### config.mk
export PLATFORM = sky130hd
export DESIGN_NAME = i2c_master_four_lane_register_access
export DESIGN_NICKNAME = d
export VERILOG_FILES = /design/src/rtl/i2cm4_pkg.sv /design/src/rtl/i2cm4_lane.sv /design/src/rtl/i2cm4_seq.sv /design/src/rtl/i2c_master_four_lane_register_access.sv
export SDC_FILE = /design/constraint.sdc
export NUM_CORES = 1
export LEC_CHECK = 0
export ABC_AREA = 1
export BUFFER_PORTS_ARGS = -buffer_cell sky130_fd_sc_hd__buf_2
export CORE_ASPECT_RATIO = 1.75
export CORE_MARGIN = 2
export CORE_UTILIZATION = 55
export CTS_CLUSTER_SIZE = 10
export DETAILED_ROUTE_END_ITERATION = 8
export GPL_ROUTABILITY_DRIVEN = 0
export GPL_TIMING_DRIVEN = 0
export PLACE_DENSITY = 0.81
export SLEW_MARGIN = 40
export SYNTH_ARGS = -nofsm -noshare
export SYNTH_HDL_FRONTEND = slang
export SYNTH_SLANG_ARGS = --single-unit
### constraint.sdc
create_clock -name clock -period 3.5 [get_ports clock]
set_clock_uncertainty 0.1 [all_clocks]
set_input_delay 0.35 -clock clock [delete_from_list [all_inputs] [get_ports clock]]
set_output_delay 0.35 -clock clock [all_outputs]
set_load 0.005 [all_outputs]
### src/rtl/i2cm4_pkg.sv
// Shared types, codes and phase tables of the four-lane I2C register access master.
package i2cm4_pkg;

   // Item kinds
   localparam logic [1:0] KIND_TICK  = 2'd0;
   localparam logic [1:0] KIND_WRITE = 2'd1;
   localparam logic [1:0] KIND_READ  = 2'd2;

   localparam logic [7:0] READ_BIT    = 8'h01;
   localparam logic [7:0] TX_MSB_MASK = 8'h80;

   localparam int unsigned SHOWN_LANES = 4;

   typedef enum logic [1:0] {
      SEG_START = 2'd0,
      SEG_STOP  = 2'd1,
      SEG_WR    = 2'd2,
      SEG_RD    = 2'd3
   } seg_kind_type;

   // Byte picks for a write segment
   localparam logic [1:0] SEL_DEV     = 2'd0;
   localparam logic [1:0] SEL_REG     = 2'd1;
   localparam logic [1:0] SEL_VAL     = 2'd2;
   localparam logic [1:0] SEL_DEV_RD  = 2'd3;

   localparam logic [2:0] LAST_SEG_WR = 3'd4;
   localparam logic [2:0] LAST_SEG_RD = 3'd6;

   typedef struct packed {
      logic [1:0] kind;
      logic [7:0] device_address;
      logic [7:0] register_address;
      logic [7:0] write_value;
      logic [3:0] sda_sample;
   } req_type;

   typedef struct packed {
      logic       scl_level;
      logic       sda_release;
      logic       busy_res;
      logic       done_res;
      logic [7:0] lane0_data;
      logic [7:0] lane1_data;
      logic [7:0] lane2_data;
      logic [7:0] lane3_data;
   } rsp_type;

   typedef struct packed {
      logic       rd;
      logic [7:0] dev;
      logic [7:0] regi;
      logic [7:0] val;
   } cmd_type;

   // Pin and status view of the sequencer after the current transfer
   typedef struct packed {
      logic scl;
      logic sda;
      logic busy;
      logic done;
   } seq_status_type;

   // Commands from the sequencer to the receive lanes
   typedef struct packed {
      logic clear;
      logic shift;
   } lane_ctl_type;

   // Pin operation: is_scl selects the line, level is the value driven
   typedef struct packed {
      logic is_scl;
      logic level;
   } pin_op_type;

   function automatic seg_kind_type plan_kind(input logic rd, input logic [2:0] s);
      seg_kind_type k;
      k = SEG_STOP;
      if (rd) begin
         case (s)
            3'd0, 3'd3:       k = SEG_START;
            3'd1, 3'd2, 3'd4: k = SEG_WR;
            3'd5:             k = SEG_RD;
            default:          k = SEG_STOP;
         endcase
      end else begin
         case (s)
            3'd0:             k = SEG_START;
            3'd1, 3'd2, 3'd3: k = SEG_WR;
            default:          k = SEG_STOP;
         endcase
      end
      return k;
   endfunction

   function automatic logic [1:0] plan_sel(input logic rd, input logic [2:0] s);
      logic [1:0] sel;
      sel = SEL_DEV;
      case (s)
         3'd2:    sel = SEL_REG;
         3'd3:    sel = rd ? SEL_DEV : SEL_VAL;
         3'd4:    sel = rd ? SEL_DEV_RD : SEL_DEV;
         default: sel = SEL_DEV;
      endcase
      return sel;
   endfunction

   function automatic logic [4:0] seg_len(input seg_kind_type k);
      logic [4:0] len;
      len = 5'd6;
      if (k == SEG_WR) len = 5'd29;
      else if (k == SEG_RD) len = 5'd21;
      return len;
   endfunction

   function automatic pin_op_type start_op(input logic [2:0] t);
      pin_op_type op;
      case (t)
         3'd0:    op = '{is_scl: 1'b1, level: 1'b1};
         3'd1:    op = '{is_scl: 1'b0, level: 1'b1};
         3'd2:    op = '{is_scl: 1'b1, level: 1'b1};
         3'd3:    op = '{is_scl: 1'b0, level: 1'b0};
         3'd4:    op = '{is_scl: 1'b1, level: 1'b0};
         default: op = '{is_scl: 1'b0, level: 1'b1};
      endcase
      return op;
   endfunction

   function automatic pin_op_type stop_op(input logic [2:0] t);
      pin_op_type op;
      case (t)
         3'd0:    op = '{is_scl: 1'b1, level: 1'b0};
         3'd1:    op = '{is_scl: 1'b0, level: 1'b0};
         3'd2:    op = '{is_scl: 1'b1, level: 1'b1};
         3'd3:    op = '{is_scl: 1'b0, level: 1'b0};
         3'd4:    op = '{is_scl: 1'b1, level: 1'b1};
         default: op = '{is_scl: 1'b0, level: 1'b1};
      endcase
      return op;
   endfunction

endpackage

### src/rtl/i2cm4_lane.sv
// One receive lane: shift register that collects the read byte of one SDA line.
module i2cm4_lane (
   input  logic                   clock,
   input  logic                   reset,
   input  i2cm4_pkg::lane_ctl_type ctl,
   input  logic                   sda_bit,
   output logic [7:0]             rx_next
);

   logic [7:0] rx_ff;
   logic [7:0] rx_in;

   always_comb begin
      rx_in = rx_ff;
      if (ctl.clear) begin
         rx_in = 8'd0;
      end else if (ctl.shift) begin
         rx_in = {rx_ff[6:0], sda_bit};
      end
   end

   always_ff @(posedge clock) begin
      if (reset) begin
         rx_ff <= 8'd0;
      end else begin
         rx_ff <= rx_in;
      end
   end

   assign rx_next = rx_in;

endmodule

### src/rtl/i2cm4_seq.sv
// Phase sequencer: tick divider, segment/offset counters, transmit shifter and pin levels.
module i2cm4_seq (
   input  logic                      clock,
   input  logic                      reset,
   input  logic                      fire,
   input  i2cm4_pkg::req_type        req,
   input  logic [15:0]               step_ticks,
   output i2cm4_pkg::seq_status_type status,
   output i2cm4_pkg::lane_ctl_type   lane_ctl
);

   typedef enum logic {
      ST_IDLE,
      ST_RUN
   } state_type;

   state_type               state_ff, state_in;
   i2cm4_pkg::cmd_type      cmd_ff, cmd_in;
   logic [2:0]              seg_ff, seg_in;
   logic [4:0]              t_ff, t_in;
   logic [1:0]              sub_ff, sub_in;
   logic [15:0]             div_ff, div_in;
   logic [7:0]              tx_ff, tx_in;
   logic                    scl_ff, scl_in;
   logic                    sda_ff, sda_in;

   i2cm4_pkg::seg_kind_type seg_kind;
   logic [1:0]              seg_sel;
   logic [4:0]              len;
   logic [2:0]              last_seg;
   logic [15:0]             lim;
   logic [16:0]             nd;
   logic                    step_en;
   logic                    done;
   logic [7:0]              pick;
   i2cm4_pkg::pin_op_type   op;

   assign seg_kind = i2cm4_pkg::plan_kind(cmd_ff.rd, seg_ff);
   assign seg_sel  = i2cm4_pkg::plan_sel(cmd_ff.rd, seg_ff);
   assign len      = i2cm4_pkg::seg_len(seg_kind);
   assign last_seg = cmd_ff.rd ? i2cm4_pkg::LAST_SEG_RD : i2cm4_pkg::LAST_SEG_WR;
   assign lim      = (step_ticks == 16'd0) ? 16'd1 : step_ticks;
   assign nd       = {1'b0, div_ff} + 17'd1;

   always_comb begin
      unique case (seg_sel)
         i2cm4_pkg::SEL_DEV:    pick = cmd_ff.dev;
         i2cm4_pkg::SEL_REG:    pick = cmd_ff.regi;
         i2cm4_pkg::SEL_VAL:    pick = cmd_ff.val;
         i2cm4_pkg::SEL_DEV_RD: pick = cmd_ff.dev | i2cm4_pkg::READ_BIT;
      endcase
   end

   always_comb begin
      state_in = state_ff;
      cmd_in   = cmd_ff;
      seg_in   = seg_ff;
      t_in     = t_ff;
      sub_in   = sub_ff;
      div_in   = div_ff;
      tx_in    = tx_ff;
      scl_in   = scl_ff;
      sda_in   = sda_ff;
      step_en  = 1'b0;
      done     = 1'b0;
      lane_ctl = '0;
      op       = '0;

      // Divider: a command while busy is dropped and does not count as a tick
      if (fire) begin
         if (state_ff == ST_IDLE) begin
            if (req.kind == i2cm4_pkg::KIND_WRITE || req.kind == i2cm4_pkg::KIND_READ) begin
               cmd_in   = '{rd: (req.kind == i2cm4_pkg::KIND_READ), dev: req.device_address,
                            regi: req.register_address, val: req.write_value};
               state_in = ST_RUN;
               div_in   = 16'd0;
               seg_in   = 3'd0;
               t_in     = 5'd0;
               sub_in   = 2'd0;
            end
         end else if (req.kind == i2cm4_pkg::KIND_TICK) begin
            if (nd >= {1'b0, lim}) begin
               div_in  = 16'd0;
               step_en = 1'b1;
            end else begin
               div_in = nd[15:0];
            end
         end
      end

      if (step_en) begin
         unique case (seg_kind)
            i2cm4_pkg::SEG_START, i2cm4_pkg::SEG_STOP: begin
               op = (seg_kind == i2cm4_pkg::SEG_START) ? i2cm4_pkg::start_op(t_ff[2:0])
                                                       : i2cm4_pkg::stop_op(t_ff[2:0]);
               if (op.is_scl) scl_in = op.level;
               else sda_in = op.level;
            end
            i2cm4_pkg::SEG_WR: begin
               if (t_ff < 5'd24) begin
                  unique case (sub_ff)
                     2'd0:    scl_in = 1'b0;
                     2'd1:    sda_in = (tx_ff & i2cm4_pkg::TX_MSB_MASK) != 8'd0;
                     default: begin
                        scl_in = 1'b1;
                        tx_in  = {tx_ff[6:0], 1'b0};
                     end
                  endcase
                  // load the byte on the first phase of the segment
                  if (t_ff == 5'd0) tx_in = pick;
               end else if (t_ff == 5'd24 || t_ff == 5'd27) begin
                  scl_in = 1'b0;
               end else if (t_ff == 5'd25) begin
                  sda_in = 1'b1;
               end else if (t_ff == 5'd26) begin
                  scl_in = 1'b1;
               end
            end
            i2cm4_pkg::SEG_RD: begin
               if (t_ff == 5'd0) begin
                  lane_ctl.clear = 1'b1;
                  scl_in         = 1'b0;
               end else if (t_ff == 5'd1) begin
                  sda_in = 1'b1;
               end else if (t_ff < 5'd18) begin
                  if (!t_ff[0]) begin
                     scl_in = 1'b1;
                  end else begin
                     lane_ctl.shift = 1'b1;
                     scl_in         = 1'b0;
                  end
               end else if (t_ff == 5'd18) begin
                  scl_in = 1'b1;
               end else if (t_ff == 5'd19) begin
                  scl_in = 1'b0;
               end
            end
         endcase

         // Advance the phase counters
         if (t_ff == len - 5'd1) begin
            if (seg_ff == last_seg) begin
               done     = 1'b1;
               state_in = ST_IDLE;
            end else begin
               seg_in = seg_ff + 3'd1;
            end
            t_in   = 5'd0;
            sub_in = 2'd0;
         end else begin
            t_in   = t_ff + 5'd1;
            sub_in = (sub_ff == 2'd2) ? 2'd0 : sub_ff + 2'd1;
         end
      end
   end

   always_ff @(posedge clock) begin
      if (reset) begin
         state_ff <= ST_IDLE;
         cmd_ff   <= '0;
         seg_ff   <= 3'd0;
         t_ff     <= 5'd0;
         sub_ff   <= 2'd0;
         div_ff   <= 16'd0;
         tx_ff    <= 8'd0;
         scl_ff   <= 1'b1;
         sda_ff   <= 1'b1;
      end else begin
         state_ff <= state_in;
         cmd_ff   <= cmd_in;
         seg_ff   <= seg_in;
         t_ff     <= t_in;
         sub_ff   <= sub_in;
         div_ff   <= div_in;
         tx_ff    <= tx_in;
         scl_ff   <= scl_in;
         sda_ff   <= sda_in;
      end
   end

   assign status = '{scl: scl_in, sda: sda_in, busy: (state_in == ST_RUN), done: done};

endmodule

### src/rtl/i2c_master_four_lane_register_access.sv
// Top level: four-lane I2C register access master with APB register port and result buffer.
// Results: each transfer's result enters the result buffer at its acceptance edge and is
//   offered on rsp_valid in the next cycle at the earliest, behind any result still waiting.
// Throughput: one transfer per cycle while req_ready is high; a phase per step_ticks ticks.
// A two-entry result buffer keeps req_ready high while one result waits for the consumer.
// Reset (synchronous): idle, pins high, receive lanes zero, step_ticks 1, buffer empty.
module i2c_master_four_lane_register_access #(
   parameter int unsigned LANES = 4
) (
   input  logic                clock,
   input  logic                reset,
   // input channel
   input  logic                req_valid,
   output logic                req_ready,
   input  i2cm4_pkg::req_type  req_data,
   // result channel
   output logic                rsp_valid,
   input  logic                rsp_ready,
   output i2cm4_pkg::rsp_type  rsp_data,
   // register port
   input  logic                psel,
   input  logic                penable,
   input  logic                pwrite,
   input  logic [2:0]          paddr,
   input  logic [31:0]         pwdata,
   output logic [31:0]         prdata,
   output logic                pready
);

   localparam int unsigned DEPTH = 2;

   logic [15:0] step_ff, step_in;

   logic                      fire;
   logic                      pop;
   i2cm4_pkg::seq_status_type status;
   i2cm4_pkg::lane_ctl_type   lane_ctl;
   logic [7:0]                rx_next [LANES];
   logic [7:0]                shown   [i2cm4_pkg::SHOWN_LANES];
   i2cm4_pkg::rsp_type        result;

   i2cm4_pkg::rsp_type buf_ff [DEPTH];
   logic               wr_ptr_ff, wr_ptr_in;
   logic               rd_ptr_ff, rd_ptr_in;
   logic [1:0]         count_ff, count_in;

   // Register port: step_ticks at addresses 0 to 3 (paddr[2] low), written on the access cycle
   assign pready = 1'b1;

   always_comb begin
      step_in = step_ff;
      if (psel && penable && pwrite && pready && !paddr[2]) begin
         step_in = pwdata[15:0];
      end
   end

   assign prdata = paddr[2] ? 32'd0 : {16'd0, step_ff};

   // Input handshake: hold off only while the result buffer is full
   assign req_ready = (count_ff != 2'd2);
   assign fire      = req_valid && req_ready;
   assign pop       = rsp_valid && rsp_ready;

   i2cm4_seq u_seq (
      .clock      (clock),
      .reset      (reset),
      .fire       (fire),
      .req        (req_data),
      .step_ticks (step_ff),
      .status     (status),
      .lane_ctl   (lane_ctl)
   );

   // Receive lanes work side by side on the sampled SDA bits; lanes past the
   // four sampled lines shift in zero
   for (genvar j = 0; j < LANES; j++) begin : g_lane
      logic sda_bit;
      if (j < i2cm4_pkg::SHOWN_LANES) begin : g_wired
         assign sda_bit = req_data.sda_sample[j];
      end else begin : g_unwired
         assign sda_bit = 1'b0;
      end
      i2cm4_lane u_lane (
         .clock   (clock),
         .reset   (reset),
         .ctl     (lane_ctl),
         .sda_bit (sda_bit),
         .rx_next (rx_next[j])
      );
   end

   // Merge: gather lane bytes into the result; missing lanes read as zero
   for (genvar j = 0; j < i2cm4_pkg::SHOWN_LANES; j++) begin : g_merge
      if (j < LANES) begin : g_have
         assign shown[j] = rx_next[j];
      end else begin : g_none
         assign shown[j] = 8'd0;
      end
   end

   assign result = '{scl_level: status.scl, sda_release: status.sda,
                     busy_res: status.busy, done_res: status.done,
                     lane0_data: shown[0], lane1_data: shown[1],
                     lane2_data: shown[2], lane3_data: shown[3]};

   // Result buffer: every accepted transfer produces exactly one result
   always_comb begin
      wr_ptr_in = wr_ptr_ff;
      rd_ptr_in = rd_ptr_ff;
      count_in  = count_ff;
      if (fire) wr_ptr_in = ~wr_ptr_ff;
      if (pop)  rd_ptr_in = ~rd_ptr_ff;
      if (fire && !pop) count_in = count_ff + 2'd1;
      else if (!fire && pop) count_in = count_ff - 2'd1;
   end

   always_ff @(posedge clock) begin
      if (fire) begin
         buf_ff[wr_ptr_ff] <= result;
      end
   end

   always_ff @(posedge clock) begin
      if (reset) begin
         step_ff   <= 16'd1;
         wr_ptr_ff <= 1'b0;
         rd_ptr_ff <= 1'b0;
         count_ff  <= 2'd0;
      end else begin
         step_ff   <= step_in;
         wr_ptr_ff <= wr_ptr_in;
         rd_ptr_ff <= rd_ptr_in;
         count_ff  <= count_in;
      end
   end

   assign rsp_valid = (count_ff != 2'd0);
   assign rsp_data  = buf_ff[rd_ptr_ff];

endmodule

==> summary.md <==
| Metric | Value |
|---|---|
| Critical path class | reg2reg |
| Commonest non-fill, non-tap cell in the layout | nand2_1 |
| Clock Tree Buf Depth | 2 |
| Crit. End Element | flop |
| Post-Syn Instances | 1148 |
| Clk_lat worst skew | 0.44 ns |
| Yosys warning count | 0 |
| Final min period | 3.29 ns |
| DR DRC count | 0 |
| Die Height | 176 um |
| Via/cell ratio | 5.19 |
| GR peak layer | met2 |
| Antenna Cells | 0 |
| Initial DRC count | 402 |
| Slew @ Worst Pin | 0.717 ns |
| Number of fillers in the final layout | 1437 |
| TritonCTS Buffers | 17 |
| Final critical-path setup slack | 0.209 ns |
| Clk slew on worst S/H paths | 0.08 ns |
| Clock Power Share | 0.341 |
| Initial antenna violation count | 0 |
| Setup-failing EPs final | 0 |
| H-tree Lvls | 4 |
| Status | completed |
| Most used cell, CP | nand2_1 |
| Syn_area_per_cell | 8.14 um2 |
| Grt total ovfl | 0 |
| Critical path arrival | 3.38 ns |
| # IOs | 143 |
| Port Buffer Count | 105 |
| Top-area cell type share of the netlist area | 0.246 |
| CP max FO | 10 |
| Non-Filler Instances | 1533 |
| Via count | 7957 |
| Number of synthesized register bits | 187 |
| Layout area overhead | 17.4% |
| Vias in the first global route | 7669 |
| Sw power | 1.58 mW |
| NumNets Final | 1394 |
| # rows | 63 |
| Met2 GRT Util | 0.454 |
| CP Buf/Inv Count | 2 |
| Combinational group share of total power | 0.196 |
| Final WL | 21700 um |
| Cells after DPL | 1499 |
| Delay-heaviest family, CP | simple AND/OR/NAND/NOR gates |
| Final hold viol count | 0 |
| CTS sink count | 187 |
| Switching Fraction | 0.290 |
| Max IR drop VDD | 0.000381 V |
| Cts hold-fix bufs | 0 |
| Post-DRT Antenna Nets | 0 |
| GR Util met3 | 0.0463 |
| Drt wl/cell | 14.1 um |
| Slew Limit Fails | 0 |
| Synth Flop Type | dfxtp_1 |
| Most frequent cells in the layout | 221 x nand2_1, 153 x inv_1, 127 x nor2_1, 119 x buf_2, 114 x dfxtp_1 |
| Sequential-to-total area share from yosys stat | 0.478 |
| Int Pwr | 3.87 mW |
| Largest stage delay, worst path | 0.39 ns |
| Initial Util | 0.557 |
| Post-placement setup slack | -0.0972 ns |
| Startpoint Class | flop |
| Share of cells above drive strength 1 | 0.195 |
| Max-slew headroom at the worst pin | 0.522 |
| Dominant cell type by area after synthesis | dfxtp_1 |
| Core area | 0.0168 mm2 |
| Total Power | 5.44 mW |
| Number of synthesized flops with an enable pin | 72 |
| Crit share post-route | 0.940 |
| Max Cap Viol | 0 |
| Power per cell area | 496 mW/mm2 |
| Final Cell Area | 0.0110 mm2 |
| RSZ-0062 raised after global routing | no |
| Fraction of registers with async set/reset | 0 |
| Cell Chain, Critical Path | ha_1 > nand2_1 > nor2_4 > nand3_2 > nor2_2 > xor2_2 > ha_1 > nand2_1 > nor3_2 > nand2_1 > nor2_1 > nand2_2 > nand2_8 > nand4_4 > buf_4 > nand3_1 > inv_1 |
| Cell area after synthesis | 0.00934 mm2 |
| Fmax | 304 MHz |
| Post-synth cell types | 37 |
| Worst Hold Class | in2reg |
| All-layer global routing usage | 0.242 |
| Largest net degree at the start of global routing | 20 |
| Die extent in x | 103 um |
| Met1 GRT Util | 0.225 |
| Area after DPL | 0.0103 mm2 |
| Post-DP HPWL | 16500 um |
| CTS Root Cell | clkbuf_16 |
| First-pass GRT wire length | 34000 um |
| CTS tree | built |
| Leak Pwr | 5.12 nW |
| Cell with the largest stage delay on the worst path | dfxtp_2 |
| CP required | 3.59 ns |
| Die Area | 0.0181 mm2 |
| Largest cells by area after synthesis | dfxtp_1 25%, edfxtp_1 23%, nand2_1 8.9% |
| First-pass DRT Iterations | 5 |
| Flop pwr share | 0.463 |
-- per-stage QoR --
stage / util / setup TNS, ns / hold slack, ns
6_report: 0.653 / 0 / 0.0349
5_1_grt: 0.653 / 0 / 0.0308
4_1_cts: 0.651 / 0 / 0.0170
3_5_place_dp: 0.616 / -2.68 / 0.349
3_3_place_gp: 0.608 / -2.94 / 0.344
2_1_floorplan: - / 0 / 0.330
-- final timing paths --
path                                  startpoint          endpoint  slack, ns  cells after the start
worst min register to register  u_seq.cmd_ff[17]  u_seq.cmd_ff[17]       0.36                      2
worst max register to register   u_seq.div_ff[0]     buf_ff[1][25]       0.21                     17
worst max-delay path             u_seq.div_ff[0]     buf_ff[1][25]       0.21                     17
worst min-delay path                   pwdata[0]        step_ff[0]       0.03                      3
-- power groups by stage --
| stage | clock network (mW) | logic, mW | registers (mW) |
|---|---|---|---|
| after floorplan | 0 | 0.642 | 2.56 |
| after detailed placement | 0 | 1.04 | 2.57 |
| after global routing | 1.97 | 1.18 | 2.54 |
| after global placement | 0 | 0.948 | 2.57 |
| after CTS | 1.88 | 1.06 | 2.52 |
| final | 1.86 | 1.07 | 2.52 |
-- flip-flops by register name (all words and copies together), names as in the netlist, named ones only --
register / flops
step_ff: 16
count_ff: 2
u_seq.sda_ff: 1
g_lane.u_lane.rx_ff: 32
u_seq.div_ff: 16
rd_ptr_ff: 1
u_seq.t_ff: 5
u_seq.scl_ff: 1
u_seq.sub_ff: 2
u_seq.state_ff: 1
u_seq.tx_ff: 8
wr_ptr_ff: 1
u_seq.seg_ff: 3
buf_ff: 72
u_seq.cmd_ff: 25
-- cell type report --
type                    instances  area [um2]  area share
inverters                     164         616      0.0561
flip-flops and latches        187        4470       0.407
plain buffers                  69         385      0.0351
repair buffers                111         651      0.0593
clock inverters                15         151      0.0138
well taps                     227         284      0.0259
clock buffers                  17         425      0.0388
multi-input cells             743        3990       0.364
-- cell usage after synthesis (4+ instances only) --
| cell | count |
|---|---|
| nand2_2 | 4 |
| nand4_1 | 43 |
| inv_2 | 8 |
| edfxtp_1 | 72 |
| nand2_1 | 221 |
| a21oi_1 | 81 |
| dfxtp_1 | 115 |
| buf_4 | 27 |
| mux2_2 | 36 |
| xor2_1 | 13 |
| clkbuf_1 | 25 |
| xnor2_1 | 6 |
| buf_2 | 14 |
| inv_1 | 153 |
| nand3_1 | 96 |
| o21ai_0 | 39 |
| nor2_1 | 131 |
| ha_1 | 29 |
| nor2_4 | 5 |
-- routing by layer --
metal,vias up,wire length [um],share of wire
met5,-,0,0
met4,0,1220,0.056
met3,78,1090,0.050
met2,285,11700,0.54
met1,3611,7630,0.35
li1,3983,-,-
-- kinds of logic after synthesis --
logic type / after synthesis / synth area share
adders and majority gates: 29 / 0.0388
buffers and inverters: 233 / 0.107
other: 2 / 0.000804
AOI/OAI and AO/OA: 130 / 0.0720
and+or+nand+nor: 512 / 0.242
muxes: 36 / 0.0434
xor gates and xnor gates: 19 / 0.0178
DFF: 187 / 0.478
-- worst reg2reg max path, cell delays in order, from the launching register on --
cell and delay, ns:
dfxtp_2 0.39, ha_1 0.21, nand2_1 0.10, nor2_4 0.15, nand3_2 0.12, nor2_2 0.17, xor2_2 0.11, ha_1 0.32
nand2_1 0.08, nor3_2 0.20, nand2_1 0.07, nor2_1 0.12, nand2_2 0.13, nand2_8 0.15, nand4_4 0.16, buf_4 0.23
nand3_1 0.15, inv_1 0.07
-- timing repair --
action / 4_1_cts / 5_1_grt
setup endpoints to repair: 60 / 126
pin swaps: 0 / 3
gates resized for setup: 3 / 5
buffers inserted: 0 / 2
No activity file was read; power rests on OpenSTA's default activity.
